## src/hw/rtl/mese_pkg.sv

```systemverilog
package mese_pkg;

    localparam int FUNC_W  = 4;
    localparam int CHAN_W  = 8;
    localparam int DATA_A_W = 14;
    localparam int DATA_B_W = 8;
    localparam int TIME_W  = 32;
    localparam int TPQ_W   = 15;
    localparam int RATE_W  = 18;
    localparam int TEMPO_W = 24;
    localparam int DEN_W   = 35;   // ticks per quarter times one million
    localparam int MUL_W   = 42;   // tempo times sample rate
    localparam int DELTA_W = 28;
    localparam int LEN_W   = 6;    // byte count of one transaction, up to 37
    localparam int CFG_IDX_W  = 1;
    localparam int CFG_DATA_W = 18;

    localparam int IN_DEPTH_DEF = 2;

    localparam logic [TPQ_W-1:0]   TPQ_RESET   = 15'd144;
    localparam logic [RATE_W-1:0]  RATE_RESET  = 18'd44100;
    localparam logic [TEMPO_W-1:0] TEMPO_RESET = 24'd500000;
    localparam logic [DELTA_W-1:0] DELTA_SAT   = 28'hFFFFFFF;
    localparam logic [TIME_W-1:0]  START_TRACK_BYTES = 32'd15;
    localparam logic [LEN_W-1:0]   START_LEN   = 6'd37;

    localparam logic [FUNC_W-1:0] FN_START     = 4'd0;
    localparam logic [FUNC_W-1:0] FN_NOTEOFF   = 4'd1;
    localparam logic [FUNC_W-1:0] FN_NOTEON    = 4'd2;
    localparam logic [FUNC_W-1:0] FN_KEYPRESS  = 4'd3;
    localparam logic [FUNC_W-1:0] FN_CONTROL   = 4'd4;
    localparam logic [FUNC_W-1:0] FN_PROGRAM   = 4'd5;
    localparam logic [FUNC_W-1:0] FN_CHANPRESS = 4'd6;
    localparam logic [FUNC_W-1:0] FN_BEND      = 4'd7;
    localparam logic [FUNC_W-1:0] FN_TEMPO     = 4'd8;
    localparam logic [FUNC_W-1:0] FN_TIMESIG   = 4'd9;
    localparam logic [FUNC_W-1:0] FN_END       = 4'd10;

    localparam logic [CFG_IDX_W-1:0] CFG_TPQ  = 1'd0;
    localparam logic [CFG_IDX_W-1:0] CFG_RATE = 1'd1;

    typedef struct packed {
        logic [FUNC_W-1:0]   func;
        logic [CHAN_W-1:0]   chan;
        logic [DATA_A_W-1:0] data_a;
        logic [DATA_B_W-1:0] data_b;
        logic [TIME_W-1:0]   event_time;
    } t_in_item;

    typedef struct packed {
        logic [7:0]        out_byte;
        logic              last;
        logic [TIME_W-1:0] track_length;
    } t_out_item;

    // classified event as it waits between front and back
    typedef struct packed {
        t_in_item         item;
        logic             has_delta;
        logic [LEN_W-1:0] body_len;
        logic [2:0]       tz;
    } t_cls_item;

    // request to the multiply-divide unit: (a * b + c) / dv
    typedef struct packed {
        logic [TIME_W-1:0] a;
        logic [MUL_W-1:0]  b;
        logic [DEN_W-1:0]  c;
        logic [MUL_W-1:0]  dv;
    } t_md_req;

    typedef struct packed {
        logic [TIME_W-1:0] q;
        logic              sat;
        logic [MUL_W-1:0]  rem;
    } t_md_rsp;

endpackage

```

## src/hw/rtl/mese_front.sv

```systemverilog
module mese_front import mese_pkg::*; #(
    parameter int IN_DEPTH = IN_DEPTH_DEF
) (
    input  logic      i_clk,
    input  logic      i_rst_n,
    input  logic      push,
    output logic      full,
    input  t_in_item  i_item,
    output logic      o_valid,
    output t_cls_item o_head,
    input  logic      i_take
);

    localparam int PTR_W = $clog2(IN_DEPTH);
    localparam int CNT_W = $clog2(IN_DEPTH + 1);

    t_cls_item            r_mem [IN_DEPTH];
    logic [PTR_W-1:0]     r_wr, r_rd;
    logic [CNT_W-1:0]     r_cnt;
    t_cls_item            n_cls;
    logic                 drop;
    logic                 do_wr, do_rd;

    // classify: byte count of the body, whether a delta precedes it
    always_comb begin
        n_cls           = '0;
        n_cls.item      = i_item;
        n_cls.has_delta = 1'b0;
        n_cls.body_len  = '0;
        n_cls.tz        = '0;
        drop            = 1'b0;
        for (int k = 7; k >= 0; k--) begin
            if (i_item.data_b[k]) begin
                n_cls.tz = 3'(k);
            end
        end
        case (i_item.func)
            FN_START: begin
                n_cls.body_len = START_LEN;
            end
            FN_NOTEOFF, FN_NOTEON, FN_KEYPRESS, FN_CONTROL, FN_BEND: begin
                n_cls.has_delta = 1'b1;
                n_cls.body_len  = 6'd3;
            end
            FN_PROGRAM, FN_CHANPRESS: begin
                n_cls.has_delta = 1'b1;
                n_cls.body_len  = 6'd2;
            end
            FN_TEMPO: begin
                n_cls.has_delta = 1'b1;
                n_cls.body_len  = 6'd6;
            end
            FN_TIMESIG: begin
                if (i_item.chan == '0) begin
                    n_cls.has_delta = 1'b1;
                    n_cls.body_len  = 6'd5;
                    drop            = (i_item.data_b == '0);
                end else begin
                    n_cls.body_len = 6'd2;
                end
            end
            FN_END: begin
                n_cls.body_len = 6'd4;
            end
            default: begin
                drop = 1'b1;
            end
        endcase
    end

    assign full    = (r_cnt == CNT_W'(IN_DEPTH));
    assign o_valid = (r_cnt != '0);
    assign o_head  = r_mem[r_rd];
    assign do_wr   = push && !full && !drop;
    assign do_rd   = i_take && o_valid;

    always_ff @(posedge i_clk) begin
        if (do_wr) begin
            r_mem[r_wr] <= n_cls;
        end
    end

    always_ff @(posedge i_clk) begin
        if (!i_rst_n) begin
            r_wr  <= '0;
            r_rd  <= '0;
            r_cnt <= '0;
        end else begin
            if (do_wr) begin
                r_wr <= (r_wr == PTR_W'(IN_DEPTH - 1)) ? '0 : r_wr + 1'b1;
            end
            if (do_rd) begin
                r_rd <= (r_rd == PTR_W'(IN_DEPTH - 1)) ? '0 : r_rd + 1'b1;
            end
            if (do_wr && !do_rd) begin
                r_cnt <= r_cnt + 1'b1;
            end else if (do_rd && !do_wr) begin
                r_cnt <= r_cnt - 1'b1;
            end
        end
    end

endmodule

```

## src/hw/rtl/mese_muldiv.sv

```systemverilog
module mese_muldiv import mese_pkg::*; (
    input  logic    i_clk,
    input  logic    i_rst_n,
    input  logic    i_start,
    input  t_md_req i_req,
    output logic    o_done,
    output t_md_rsp o_rsp
);

    localparam int ACC_W = TIME_W + MUL_W + 1;

    localparam logic [1:0] MD_IDLE = 2'd0;
    localparam logic [1:0] MD_MUL  = 2'd1;
    localparam logic [1:0] MD_ADD  = 2'd2;
    localparam logic [1:0] MD_DIV  = 2'd3;

    logic [1:0]        r_state;
    logic [6:0]        r_cnt;
    logic [TIME_W-1:0] r_a;
    logic [MUL_W-1:0]  r_b, r_dv, r_rem;
    logic [DEN_W-1:0]  r_c;
    logic [ACC_W-1:0]  r_acc;
    logic [TIME_W-1:0] r_q;
    logic              r_sat, r_done;
    logic [MUL_W:0]    trial;
    logic [MUL_W+1:0]  diff;
    logic              qbit;

    assign trial = {r_rem, r_acc[ACC_W-1]};
    assign diff  = {1'b0, trial} - {2'b00, r_dv};
    assign qbit  = !diff[MUL_W+1];

    always_ff @(posedge i_clk) begin
        if (!i_rst_n) begin
            r_state <= MD_IDLE;
            r_done  <= 1'b0;
        end else begin
            r_done <= 1'b0;
            case (r_state)
                MD_IDLE: begin
                    if (i_start) begin
                        r_state <= MD_MUL;
                    end
                end
                MD_MUL: begin
                    if (r_cnt == '0) begin
                        r_state <= MD_ADD;
                    end
                end
                MD_ADD: begin
                    r_state <= MD_DIV;
                end
                MD_DIV: begin
                    if (r_cnt == '0) begin
                        r_state <= MD_IDLE;
                        r_done  <= 1'b1;
                    end
                end
                default: begin
                    r_state <= MD_IDLE;
                end
            endcase
        end
    end

    // msb-first shift-add product, add of c, then restoring division one bit a cycle
    always_ff @(posedge i_clk) begin
        case (r_state)
            MD_IDLE: begin
                if (i_start) begin
                    r_a   <= i_req.a;
                    r_b   <= i_req.b;
                    r_c   <= i_req.c;
                    r_dv  <= i_req.dv;
                    r_acc <= '0;
                    r_cnt <= 7'(TIME_W - 1);
                end
            end
            MD_MUL: begin
                r_acc <= {r_acc[ACC_W-2:0], 1'b0}
                       + (r_a[TIME_W-1] ? ACC_W'(r_b) : '0);
                r_a   <= {r_a[TIME_W-2:0], 1'b0};
                r_cnt <= r_cnt - 1'b1;
            end
            MD_ADD: begin
                r_acc <= r_acc + ACC_W'(r_c);
                r_cnt <= 7'(ACC_W - 1);
                r_rem <= '0;
                r_q   <= '0;
                r_sat <= 1'b0;
            end
            MD_DIV: begin
                r_rem <= qbit ? diff[MUL_W-1:0] : trial[MUL_W-1:0];
                r_acc <= {r_acc[ACC_W-2:0], 1'b0};
                r_q   <= {r_q[TIME_W-2:0], qbit};
                r_sat <= r_sat | (qbit && (r_cnt >= 7'(DELTA_W)));
                r_cnt <= r_cnt - 1'b1;
            end
            default: begin
                r_cnt <= r_cnt;
            end
        endcase
    end

    assign o_done    = r_done;
    assign o_rsp.q   = r_q;
    assign o_rsp.sat = r_sat;
    assign o_rsp.rem = r_rem;

endmodule

```

## src/hw/rtl/mese_back.sv

```systemverilog
module mese_back import mese_pkg::*; (
    input  logic              i_clk,
    input  logic              i_rst_n,
    input  logic [TPQ_W-1:0]  i_tpq,
    input  logic [RATE_W-1:0] i_rate,
    input  logic              i_clr_res,
    input  logic              i_valid,
    input  t_cls_item         i_head,
    output logic              o_take,
    output logic              empty,
    input  logic              pop,
    output t_out_item         o_result
);

    localparam logic [2:0] B_IDLE  = 3'd0;
    localparam logic [2:0] B_PREP  = 3'd1;
    localparam logic [2:0] B_DIV1  = 3'd2;
    localparam logic [2:0] B_DIV2  = 3'd3;
    localparam logic [2:0] B_SETUP = 3'd4;
    localparam logic [2:0] B_EMIT  = 3'd5;

    logic [2:0]         r_state;
    t_cls_item          r_cur;
    logic [DEN_W-1:0]   r_den;
    logic [MUL_W-1:0]   r_mul;
    logic [TIME_W-1:0]  r_w;
    logic [DEN_W-1:0]   r_r;
    logic [TEMPO_W-1:0] r_tempo;
    logic [TIME_W-1:0]  r_track;
    logic [DELTA_W-1:0] r_delta;
    logic [2:0]         r_nd;
    logic [LEN_W-1:0]   r_n, r_idx;
    logic               r_out_valid;
    t_out_item          r_out;
    logic               r_md_start;
    t_md_req            r_md_req;
    logic               md_done;
    t_md_rsp            md_rsp;
    logic [TIME_W-1:0]  samp_dist;
    logic [6:0]         grp [4];
    logic [2:0]         n_nd;
    logic [DELTA_W-1:0] n_delta;
    logic               slot_free;
    logic [7:0]         n_byte;
    logic [LEN_W-1:0]   k;
    logic [2:0]         gsel;
    logic [3:0]         st;

    mese_muldiv u_md (
        .i_clk   (i_clk),
        .i_rst_n (i_rst_n),
        .i_start (r_md_start),
        .i_req   (r_md_req),
        .o_done  (md_done),
        .o_rsp   (md_rsp)
    );

    // truncated sample distance since the exact last time
    always_comb begin
        samp_dist = '0;
        if (r_cur.item.event_time > r_w) begin
            samp_dist = r_cur.item.event_time - r_w - TIME_W'(r_r != '0);
        end
    end

    assign n_delta = md_rsp.sat ? DELTA_SAT : md_rsp.q[DELTA_W-1:0];

    always_comb begin
        grp[0] = r_delta[27:21];
        grp[1] = r_delta[20:14];
        grp[2] = r_delta[13:7];
        grp[3] = r_delta[6:0];
        if (!r_cur.has_delta) begin
            n_nd = 3'd0;
        end else if (grp[0] != '0) begin
            n_nd = 3'd4;
        end else if (grp[1] != '0) begin
            n_nd = 3'd3;
        end else if (grp[2] != '0) begin
            n_nd = 3'd2;
        end else begin
            n_nd = 3'd1;
        end
    end

    // byte generator
    always_comb begin
        k      = r_idx - LEN_W'(r_nd);
        gsel   = 3'd4 - r_nd + r_idx[2:0];
        st     = r_cur.item.chan[3:0];
        n_byte = '0;
        if (r_idx < LEN_W'(r_nd)) begin
            n_byte = {(r_idx != LEN_W'(r_nd) - 1'b1), grp[gsel[1:0]]};
        end else begin
            case (r_cur.item.func)
                FN_START: begin
                    case (k)
                        6'd0:  n_byte = 8'h4D;
                        6'd1:  n_byte = 8'h54;
                        6'd2:  n_byte = 8'h68;
                        6'd3:  n_byte = 8'h64;
                        6'd7:  n_byte = 8'h06;
                        6'd11: n_byte = 8'h01;
                        6'd12: n_byte = {1'b0, i_tpq[14:8]};
                        6'd13: n_byte = i_tpq[7:0];
                        6'd14: n_byte = 8'h4D;
                        6'd15: n_byte = 8'h54;
                        6'd16: n_byte = 8'h72;
                        6'd17: n_byte = 8'h6B;
                        6'd18: n_byte = 8'h7F;
                        6'd19, 6'd20, 6'd21, 6'd23: n_byte = 8'hFF;
                        6'd24: n_byte = 8'h51;
                        6'd25: n_byte = 8'h03;
                        6'd26: n_byte = TEMPO_RESET[23:16];
                        6'd27: n_byte = TEMPO_RESET[15:8];
                        6'd28: n_byte = TEMPO_RESET[7:0];
                        6'd30: n_byte = 8'hFF;
                        6'd31: n_byte = 8'h58;
                        6'd32, 6'd33: n_byte = 8'h04;
                        6'd34: n_byte = 8'h02;
                        6'd35: n_byte = 8'h18;
                        6'd36: n_byte = 8'h08;
                        default: n_byte = 8'h00;
                    endcase
                end
                FN_NOTEOFF, FN_NOTEON, FN_KEYPRESS, FN_CONTROL, FN_PROGRAM,
                FN_CHANPRESS, FN_BEND: begin
                    case (k)
                        6'd0:    n_byte = {1'b1, 3'(r_cur.item.func - 4'd1), st};
                        6'd1:    n_byte = {1'b0, r_cur.item.data_a[6:0]};
                        default: n_byte = (r_cur.item.func == FN_BEND)
                                        ? {1'b0, r_cur.item.data_a[13:7]}
                                        : {1'b0, r_cur.item.data_b[6:0]};
                    endcase
                end
                FN_TEMPO: begin
                    case (k)
                        6'd0:    n_byte = 8'hFF;
                        6'd1:    n_byte = 8'h51;
                        6'd2:    n_byte = 8'h03;
                        6'd3:    n_byte = r_tempo[23:16];
                        6'd4:    n_byte = r_tempo[15:8];
                        default: n_byte = r_tempo[7:0];
                    endcase
                end
                FN_TIMESIG: begin
                    if (r_cur.has_delta) begin
                        case (k)
                            6'd0:    n_byte = 8'hFF;
                            6'd1:    n_byte = 8'h58;
                            6'd2:    n_byte = 8'h04;
                            6'd3:    n_byte = r_cur.item.data_a[7:0];
                            default: n_byte = {5'd0, r_cur.tz};
                        endcase
                    end else begin
                        n_byte = (k == '0) ? r_cur.item.data_a[7:0] : r_cur.item.data_b;
                    end
                end
                FN_END: begin
                    case (k)
                        6'd1:    n_byte = 8'hFF;
                        6'd2:    n_byte = 8'h2F;
                        default: n_byte = 8'h00;
                    endcase
                end
                default: n_byte = 8'h00;
            endcase
        end
    end

    assign slot_free = !r_out_valid || pop;
    assign o_take    = (r_state == B_IDLE);
    assign empty     = !r_out_valid;
    assign o_result  = r_out;

    always_ff @(posedge i_clk) begin
        if (!i_rst_n) begin
            r_state     <= B_IDLE;
            r_out_valid <= 1'b0;
            r_md_start  <= 1'b0;
            r_w         <= '0;
            r_r         <= '0;
            r_tempo     <= TEMPO_RESET;
            r_track     <= '0;
        end else begin
            r_md_start <= 1'b0;
            r_den      <= DEN_W'(i_tpq) * DEN_W'(20'd1000000);
            r_mul      <= MUL_W'(r_tempo) * MUL_W'(i_rate);
            if (i_clr_res) begin
                r_r <= '0;
            end
            if (pop && r_out_valid) begin
                r_out_valid <= 1'b0;
            end
            case (r_state)
                B_IDLE: begin
                    if (i_valid) begin
                        r_cur   <= i_head;
                        r_state <= B_PREP;
                    end
                end
                B_PREP: begin
                    r_delta <= '0;
                    r_state <= B_SETUP;
                    if (r_cur.item.func == FN_START) begin
                        r_w     <= '0;
                        r_r     <= '0;
                        r_tempo <= TEMPO_RESET;
                    end else if (r_cur.has_delta && r_den != '0 && samp_dist != '0) begin
                        if (r_mul == '0) begin
                            r_delta <= DELTA_SAT;
                        end else begin
                            r_md_req   <= '{a: samp_dist, b: MUL_W'(r_den), c: '0,
                                            dv: r_mul};
                            r_md_start <= 1'b1;
                            r_state    <= B_DIV1;
                        end
                    end
                end
                B_DIV1: begin
                    if (md_done) begin
                        r_delta <= n_delta;
                        if (n_delta == '0) begin
                            r_state <= B_SETUP;
                        end else begin
                            r_md_req   <= '{a: TIME_W'(n_delta), b: r_mul, c: r_r,
                                            dv: MUL_W'(r_den)};
                            r_md_start <= 1'b1;
                            r_state    <= B_DIV2;
                        end
                    end
                end
                B_DIV2: begin
                    if (md_done) begin
                        r_w     <= r_w + md_rsp.q;
                        r_r     <= md_rsp.rem[DEN_W-1:0];
                        r_state <= B_SETUP;
                    end
                end
                B_SETUP: begin
                    r_nd  <= n_nd;
                    r_n   <= LEN_W'(n_nd) + r_cur.body_len;
                    r_idx <= '0;
                    if (r_cur.item.func == FN_TEMPO) begin
                        r_tempo <= {r_cur.item.data_a[7:0], r_cur.item.data_b,
                                    r_cur.item.chan};
                    end
                    if (r_cur.item.func == FN_START) begin
                        r_track <= START_TRACK_BYTES;
                    end else begin
                        r_track <= r_track + TIME_W'(LEN_W'(n_nd) + r_cur.body_len);
                    end
                    r_state <= B_EMIT;
                end
                B_EMIT: begin
                    if (slot_free) begin
                        r_out_valid           <= 1'b1;
                        r_out.out_byte        <= n_byte;
                        r_out.last            <= (r_idx == r_n - 1'b1);
                        r_out.track_length    <= ((r_idx == r_n - 1'b1)
                                                  && r_cur.item.func == FN_END)
                                                 ? r_track : '0;
                        r_idx <= r_idx + 1'b1;
                        if (r_idx == r_n - 1'b1) begin
                            r_state <= B_IDLE;
                        end
                    end
                end
                default: begin
                    r_state <= B_IDLE;
                end
            endcase
        end
    end

endmodule

```

## src/hw/rtl/midi_event_stream_encoder_core.sv

```systemverilog
// single-track standard midi file writer. each input transaction is one timed
// midi request and produces the bytes it appends to the file, one byte per
// result transaction with last set on the final byte; a start transaction
// writes the file and track headers plus default tempo and 4/4 time signature
// (37 bytes), an end transaction writes end-of-track and shows the track byte
// count on its last byte. an event with a time delta runs up to two
// shift-add/restoring-division passes on one shared unit and then emits its
// bytes at one per cycle while the output is not stalled; start, end and later
// timesig parts emit their bytes with no division pass. an input queue of
// IN_DEPTH entries (two by default) lets the next transaction be taken while
// one is in the back end, and an output register holds the oldest byte.
// configuration must be written only while idle; the block itself does not
// enforce this. writing ticks_per_quarter also clears the fractional time residue
module midi_event_stream_encoder_core import mese_pkg::*; #(
    parameter int IN_DEPTH = IN_DEPTH_DEF
) (
    input  logic                  i_clk,
    input  logic                  i_rst_n,
    input  logic                  i_cfg_we,
    input  logic [CFG_IDX_W-1:0]  i_cfg_idx,
    input  logic [CFG_DATA_W-1:0] i_cfg_data,
    input  logic                  push,
    output logic                  full,
    input  t_in_item              i_item,
    output logic                  empty,
    input  logic                  pop,
    output t_out_item             o_result
);

    // configuration registers
    logic [TPQ_W-1:0]  r_tpq;
    logic [RATE_W-1:0] r_rate;
    logic              clr_res;

    // front to back handoff
    logic      head_valid;
    t_cls_item head;
    logic      take;

    assign clr_res = i_cfg_we && (i_cfg_idx == CFG_TPQ);

    always_ff @(posedge i_clk) begin
        if (!i_rst_n) begin
            r_tpq  <= TPQ_RESET;
            r_rate <= RATE_RESET;
        end else if (i_cfg_we) begin
            case (i_cfg_idx)
                CFG_TPQ:  r_tpq  <= i_cfg_data[TPQ_W-1:0];
                CFG_RATE: r_rate <= i_cfg_data[RATE_W-1:0];
                default:  r_tpq  <= r_tpq;
            endcase
        end
    end

    // front: classifies each event and queues it, drops those with no bytes
    mese_front #(
        .IN_DEPTH (IN_DEPTH)
    ) u_front (
        .i_clk   (i_clk),
        .i_rst_n (i_rst_n),
        .push    (push),
        .full    (full),
        .i_item  (i_item),
        .o_valid (head_valid),
        .o_head  (head),
        .i_take  (take)
    );

    // back: timing arithmetic, state update and byte emission
    mese_back u_back (
        .i_clk     (i_clk),
        .i_rst_n   (i_rst_n),
        .i_tpq     (r_tpq),
        .i_rate    (r_rate),
        .i_clr_res (clr_res),
        .i_valid   (head_valid),
        .i_head    (head),
        .o_take    (take),
        .empty     (empty),
        .pop       (pop),
        .o_result  (o_result)
    );

endmodule

```

## config.mk

```make
export PLATFORM = sky130hd
export DESIGN_NAME = midi_event_stream_encoder_core
export DESIGN_NICKNAME = d
export VERILOG_FILES = /design/src/hw/rtl/mese_pkg.sv /design/src/hw/rtl/mese_front.sv /design/src/hw/rtl/mese_muldiv.sv /design/src/hw/rtl/mese_back.sv /design/src/hw/rtl/midi_event_stream_encoder_core.sv
export SDC_FILE = /design/constraint.sdc
export NUM_CORES = 2
export LEC_CHECK = 0
export BUFFER_PORTS_ARGS = -buffer_cell sky130_fd_sc_hd__buf_2
export CORE_MARGIN = 2
export CORE_UTILIZATION = 38
export DETAILED_ROUTE_END_ITERATION = 8
export GPL_TIMING_DRIVEN = 1
export SLEW_MARGIN = 20
export SYNTH_ARGS = -nofsm -noshare
export SYNTH_HDL_FRONTEND = slang
export SYNTH_SLANG_ARGS = --single-unit
```

## constraint.sdc

```tcl
create_clock -name i_clk -period 26.7 [get_ports i_clk]
set_input_delay 5.34 -clock i_clk [delete_from_list [all_inputs] [get_ports i_clk]]
set_output_delay 5.34 -clock i_clk [all_outputs]
set_load 0.02 [all_outputs]
```

==> results.txt <==
For this run, design rule violations remaining after detail routing come to 0. In this run the power density over the cells is 77.4 nW/µm². Summing every instance area after synthesis gives 69300 µm². The most heavily used metal layer in global routing was met2. At the end of the flow, the number of nets in the layout was 7675. The clock transition at the registers of the reported paths works out to 0.06 ns. The total global-route track usage is 18.6%, and the setup-violating endpoint count in the final report is 0. Static timing analysis puts the maximum clock frequency at 0.108 GHz. The analysis attributes to cell leakage a power of 0.0315 µW. The share of the cycle needed by the critical path after routing is 34.6%. The logs give 88 for the largest net degree at the start of global routing and 49121 for the via count of the first global-routing pass. Leading register cell type out of synthesis: sky130_fd_sc_hd__edfxtp_1.

The logs give 26.1% for the global-route track usage on met1 and 0 for the number of gates given a new drive strength after cts. For the pin with the worst max-slew slack, the measured transition is 1.09 ns. The data required time at the worst endpoint was 27.01 ns; the number of distinct standard cells referenced by the synthesized netlist was 87. In the synthesized netlist, the number of instances is 6668.

The tools report the type of element launching the critical path as a flop. The delay of the slowest cell on the worst path works out to 0.87 ns. The type of the most critical hold path was flop to flop.

TritonCTS built the clock tree. With fillers left out, the area of the finished cells amounts to 76400 µm². Measured against its own limit, the worst slew margin works out to 26.9%. The total clock buffers created by CTS is 109, and the total number of clock tree sinks is 1003. The die covers 186000 µm². The clock network power share was 26.6%; the fraction of the yosys area taken by sequential cells was 41.0%. The synthesized design contains 835 enable-type register cells. The worst setup path is of the flop to flop kind. The flow ran to the end, and the final reports show no timing, DRC or antenna violations. Pin placement for this block handled 133 I/O pins.

The final critical-path required period is 9.24 ns. Together, buffers and inverters on the worst path number 3. STA puts the critical path data arrival time at 9.56 ns.

The number of maximum-capacitance constraint violations was 0. The count of warnings emitted by yosys is 0. The run gives 0.0940 mV as the peak supply drop. The number of design-rule violations left by the first detailed-router iteration was 3737. The floorplan step defined a core boundary enclosing 181000 µm². The H-tree was split into 3 levels. The first global-routing pass estimated 277000 µm of wire. The count of nets left with antenna violations once routing finished came out at 0. The buffer depth of the longest clock path was 3; the share of post-route cells with drive strength above 1 was 9.02%. Once the clock tree was built, the setup fixing pass inserted 0 buffers. The tools report the detailed-placement wirelength estimate as 131000 µm.

The count of buffers from port buffering came out at 132. Synthesized area per cell: 10.4 µm². For this configuration, the core starts out at a cell density of 38.3%. The async set or reset register ratio after synthesis is 0%.

In this run the cell area measured after placement is 72500 µm². The total length of routed wires was 175000 µm; the count of final hold-check violations was 0. The total of flip-flops plus latches after synthesis is 1003. Traced cell by cell, the critical path runs through nor4_1 -> nand4_1 -> nor3_1 -> buf_4 -> fa_1 -> ha_1 -> or2_2 -> fa_1 -> nand2b_2 -> a2111oi_4 -> o31ai_1 -> o211ai_1 -> a211oi_1 -> or3_1 -> a221o_1 -> xnor2_2 -> nor4b_2 -> or3_1 -> a21oi_4 -> buf_4 -> buf_4.

The die span in x is 431 µm. STA classifies the critical path endpoint as a flop. For this run, global-route usage on met3 was measured as 2.35%.

The final-report max-slew violation count was 0. In this run, post-CTS hold repair placed 0 buffers. The clock skew was 0.0638 ns; the clock latency of the later-clocked register in the worst-skew pair was 0.75 ns. Among all stages on the critical path, the largest delay is contributed by sky130_fd_sc_hd__nor4_1. The finished layout holds 9155 standard cells, fillers aside. The cell sitting at the root of the clock tree is a sky130_fd_sc_hd__clkbuf_16. In this run the vertical extent of the chip is 431 µm.

The detailed-route wire length per cell is 19.1 µm, and the final-layout setup total negative slack is 0 ns. Cells fill 42.2% of the core in the end. The total number of placement rows was 156. Broken down by cell family, the worst path's largest delay share belongs to simple AND/OR/NAND/NOR gates. Via count of the routed design: 49128. Counting stages on the worst path, the most repeated cell is sky130_fd_sc_hd__buf_4. In the global route stage, met2 resource usage came out at 30.3%. Combinational cells account for 35.1% of the total power. For the remaining global-route overflow, the log shows 0.

For this design the total switching power over the nets is 2100 µW. The layout has 17057 filler cells. The internal power of the cells totals 3810 µW.

The number of nets produced by synthesis was 7655. Setup repair after global routing left no endpoint under its margin. The synthesis-to-layout area growth was 10.2%. The tools report the initial antenna violation count as 7.

The via count normalized by instance count is 5.37, and the final worst hold slack is 0.372 ns. At the end of routability-driven placement, the weighted congestion stood at 0.883. The logs give 8944 for the number of cells in the design after placement and 38.3% for the sequential cell fraction of total power. The net switching fraction of the power works out to 35.6%. The maximum fanout along the worst path was 77. The tools report the number of search-and-repair iterations in the first detailed-routing pass as 6.
## placed cells by master, fill, tap and decap left out, drive strengths merged, types with 43 or more instances in the layout
master	netlist	routed
ha	486	486
mux2	168	168
and2	300	300
nand2b	43	43
clkbuf	279	154
a211oi	45	45
a21o	153	153
nor2b	63	63
nand2	688	688
nand3	132	132
fa	411	411
nor2	376	376
nor3	104	104
and3	49	49
o21ai	239	239
nor4	76	76
dfxtp	168	168
nand4	60	60
inv	738	744
xnor2	163	163
buf	16	204
a21oi	350	350
xor2	121	121
edfxtp	835	835
a22oi	67	67
## metal layers
metal,up-vias,share of wire [%]
met1,24107,46
met5,-,0
li1,23385,-
met4,0,2.8
met3,261,5.3
met2,1375,46
## cell type report
cell class	count	area (µm²)	share of cell area (%)
clock inverter	52	687	0.899
antenna	2	5.00	0.00655
clock buffer	154	3100	4.06
timing repair buffer	204	1260	1.64
sequential	1003	28400	37.2
multi-input combinational	4630	37100	48.6
inverter	740	2780	3.64
tap	2370	2970	3.88
## power groups by stage
stage                     logic [µW]  registers, µW  clock network, µW
after CTS                       2060           2280               1610
final                           2080           2270               1570
after global placement          2020           2300                  0
after detailed placement        2040           2310                  0
after floorplan                 1590           2200                  0
after global routing            2320           2290               1670
## stage by stage
stage | power (µW) | setup WS, ns
6_report | 5910 | 17.46
5_1_grt | 6280 | 17.11
4_1_cts | 5940 | 17.51
3_5_place_dp | 4350 | 17.60
3_3_place_gp | 4320 | 17.79
2_1_floorplan | 3790 | 11.42
## cell families (layout without fill, tap and decap cells)
| kind of cell | count (synthesis) | in the layout | share of synthesized area (%) |
|---|---|---|---|
| AOI/OAI and AO/OA | 1267 | 1267 | 12.0 |
| xor gates and xnor gates | 284 | 284 | 3.61 |
| adders and majority gates | 897 | 897 | 20.7 |
| buffers and inverters | 1035 | 1150 | 5.61 |
| DFF | 1003 | 1003 | 41.0 |
| muxes | 190 | 190 | 3.17 |
| other | 0 | 2 | 0 |
| and+or+nand+nor | 1992 | 1992 | 13.9 |
## cells in the mapped netlist (25+ instances only)
cell                       instances  share of area [%]
sky130_fd_sc_hd__o21bai_1         28               0.30
sky130_fd_sc_hd__clkbuf_1        279                1.5
sky130_fd_sc_hd__a22oi_1          67               0.73
sky130_fd_sc_hd__xnor2_1         161                2.0
sky130_fd_sc_hd__xor2_1          121                1.5
sky130_fd_sc_hd__o21a_1           37               0.40
sky130_fd_sc_hd__ha_1            486                8.8
sky130_fd_sc_hd__nand2b_1         42               0.38
sky130_fd_sc_hd__mux2_2          168                2.7
sky130_fd_sc_hd__edfxtp_1        835                 36
sky130_fd_sc_hd__nor4_1           75               0.68
sky130_fd_sc_hd__nand4_1          60               0.54
sky130_fd_sc_hd__o22ai_1          25               0.23
sky130_fd_sc_hd__inv_1           738                4.0
sky130_fd_sc_hd__nor3_1          104               0.75
sky130_fd_sc_hd__and2_1          299                2.7
sky130_fd_sc_hd__nor2_1          376                2.0
sky130_fd_sc_hd__a21oi_1         350                2.5
sky130_fd_sc_hd__a211oi_1         45               0.49
sky130_fd_sc_hd__dfxtp_1         168                4.9
sky130_fd_sc_hd__a21o_1          153                1.7
sky130_fd_sc_hd__fa_1            411                 12
sky130_fd_sc_hd__and3_1           49               0.44
sky130_fd_sc_hd__nor2b_1          63               0.57
sky130_fd_sc_hd__o211ai_1         35               0.38
sky130_fd_sc_hd__a31oi_1          39               0.35
sky130_fd_sc_hd__nand3_1         132               0.95
sky130_fd_sc_hd__a222oi_1         31               0.45
sky130_fd_sc_hd__nand2_1         688                3.7
sky130_fd_sc_hd__o21ai_0         235                1.7
sky130_fd_sc_hd__o31ai_1          25               0.27
sky130_fd_sc_hd__or3_1            39               0.35
## state kept, by name, indices dropped and copies added, names as in the netlist, 28 cells and up
register	cells
u_back.u_md.r_rem	42
u_front.r_mem	148
u_back.r_mul	42
u_back.u_md.r_dv	42
u_back.r_den	29
u_back.r_r	35
u_back.u_md.r_c	35
u_back.u_md.r_a	32
u_back.u_md.r_b	42
u_back.u_md.r_acc	75
u_back.r_w	32
u_back.grp	28
u_back.r_track	32
u_back.o_result	41
u_back.u_md.r_q	32
u_back.r_md_req	151
u_back.r_cur	74
## worst paths after layout
check                          to  cells after the start  slack, ns                start
min reg2reg  u_back.u_md.r_dv[34]                      0       0.37  u_back.r_md_req[34]
min          u_back.u_md.r_dv[34]                      0       0.37  u_back.r_md_req[34]
max reg2reg   u_back.r_md_req[36]                     21      17.46        u_back.r_r[4]
max           u_back.r_md_req[36]                     21      17.46        u_back.r_r[4]
(Power assumes the default switching activity.)
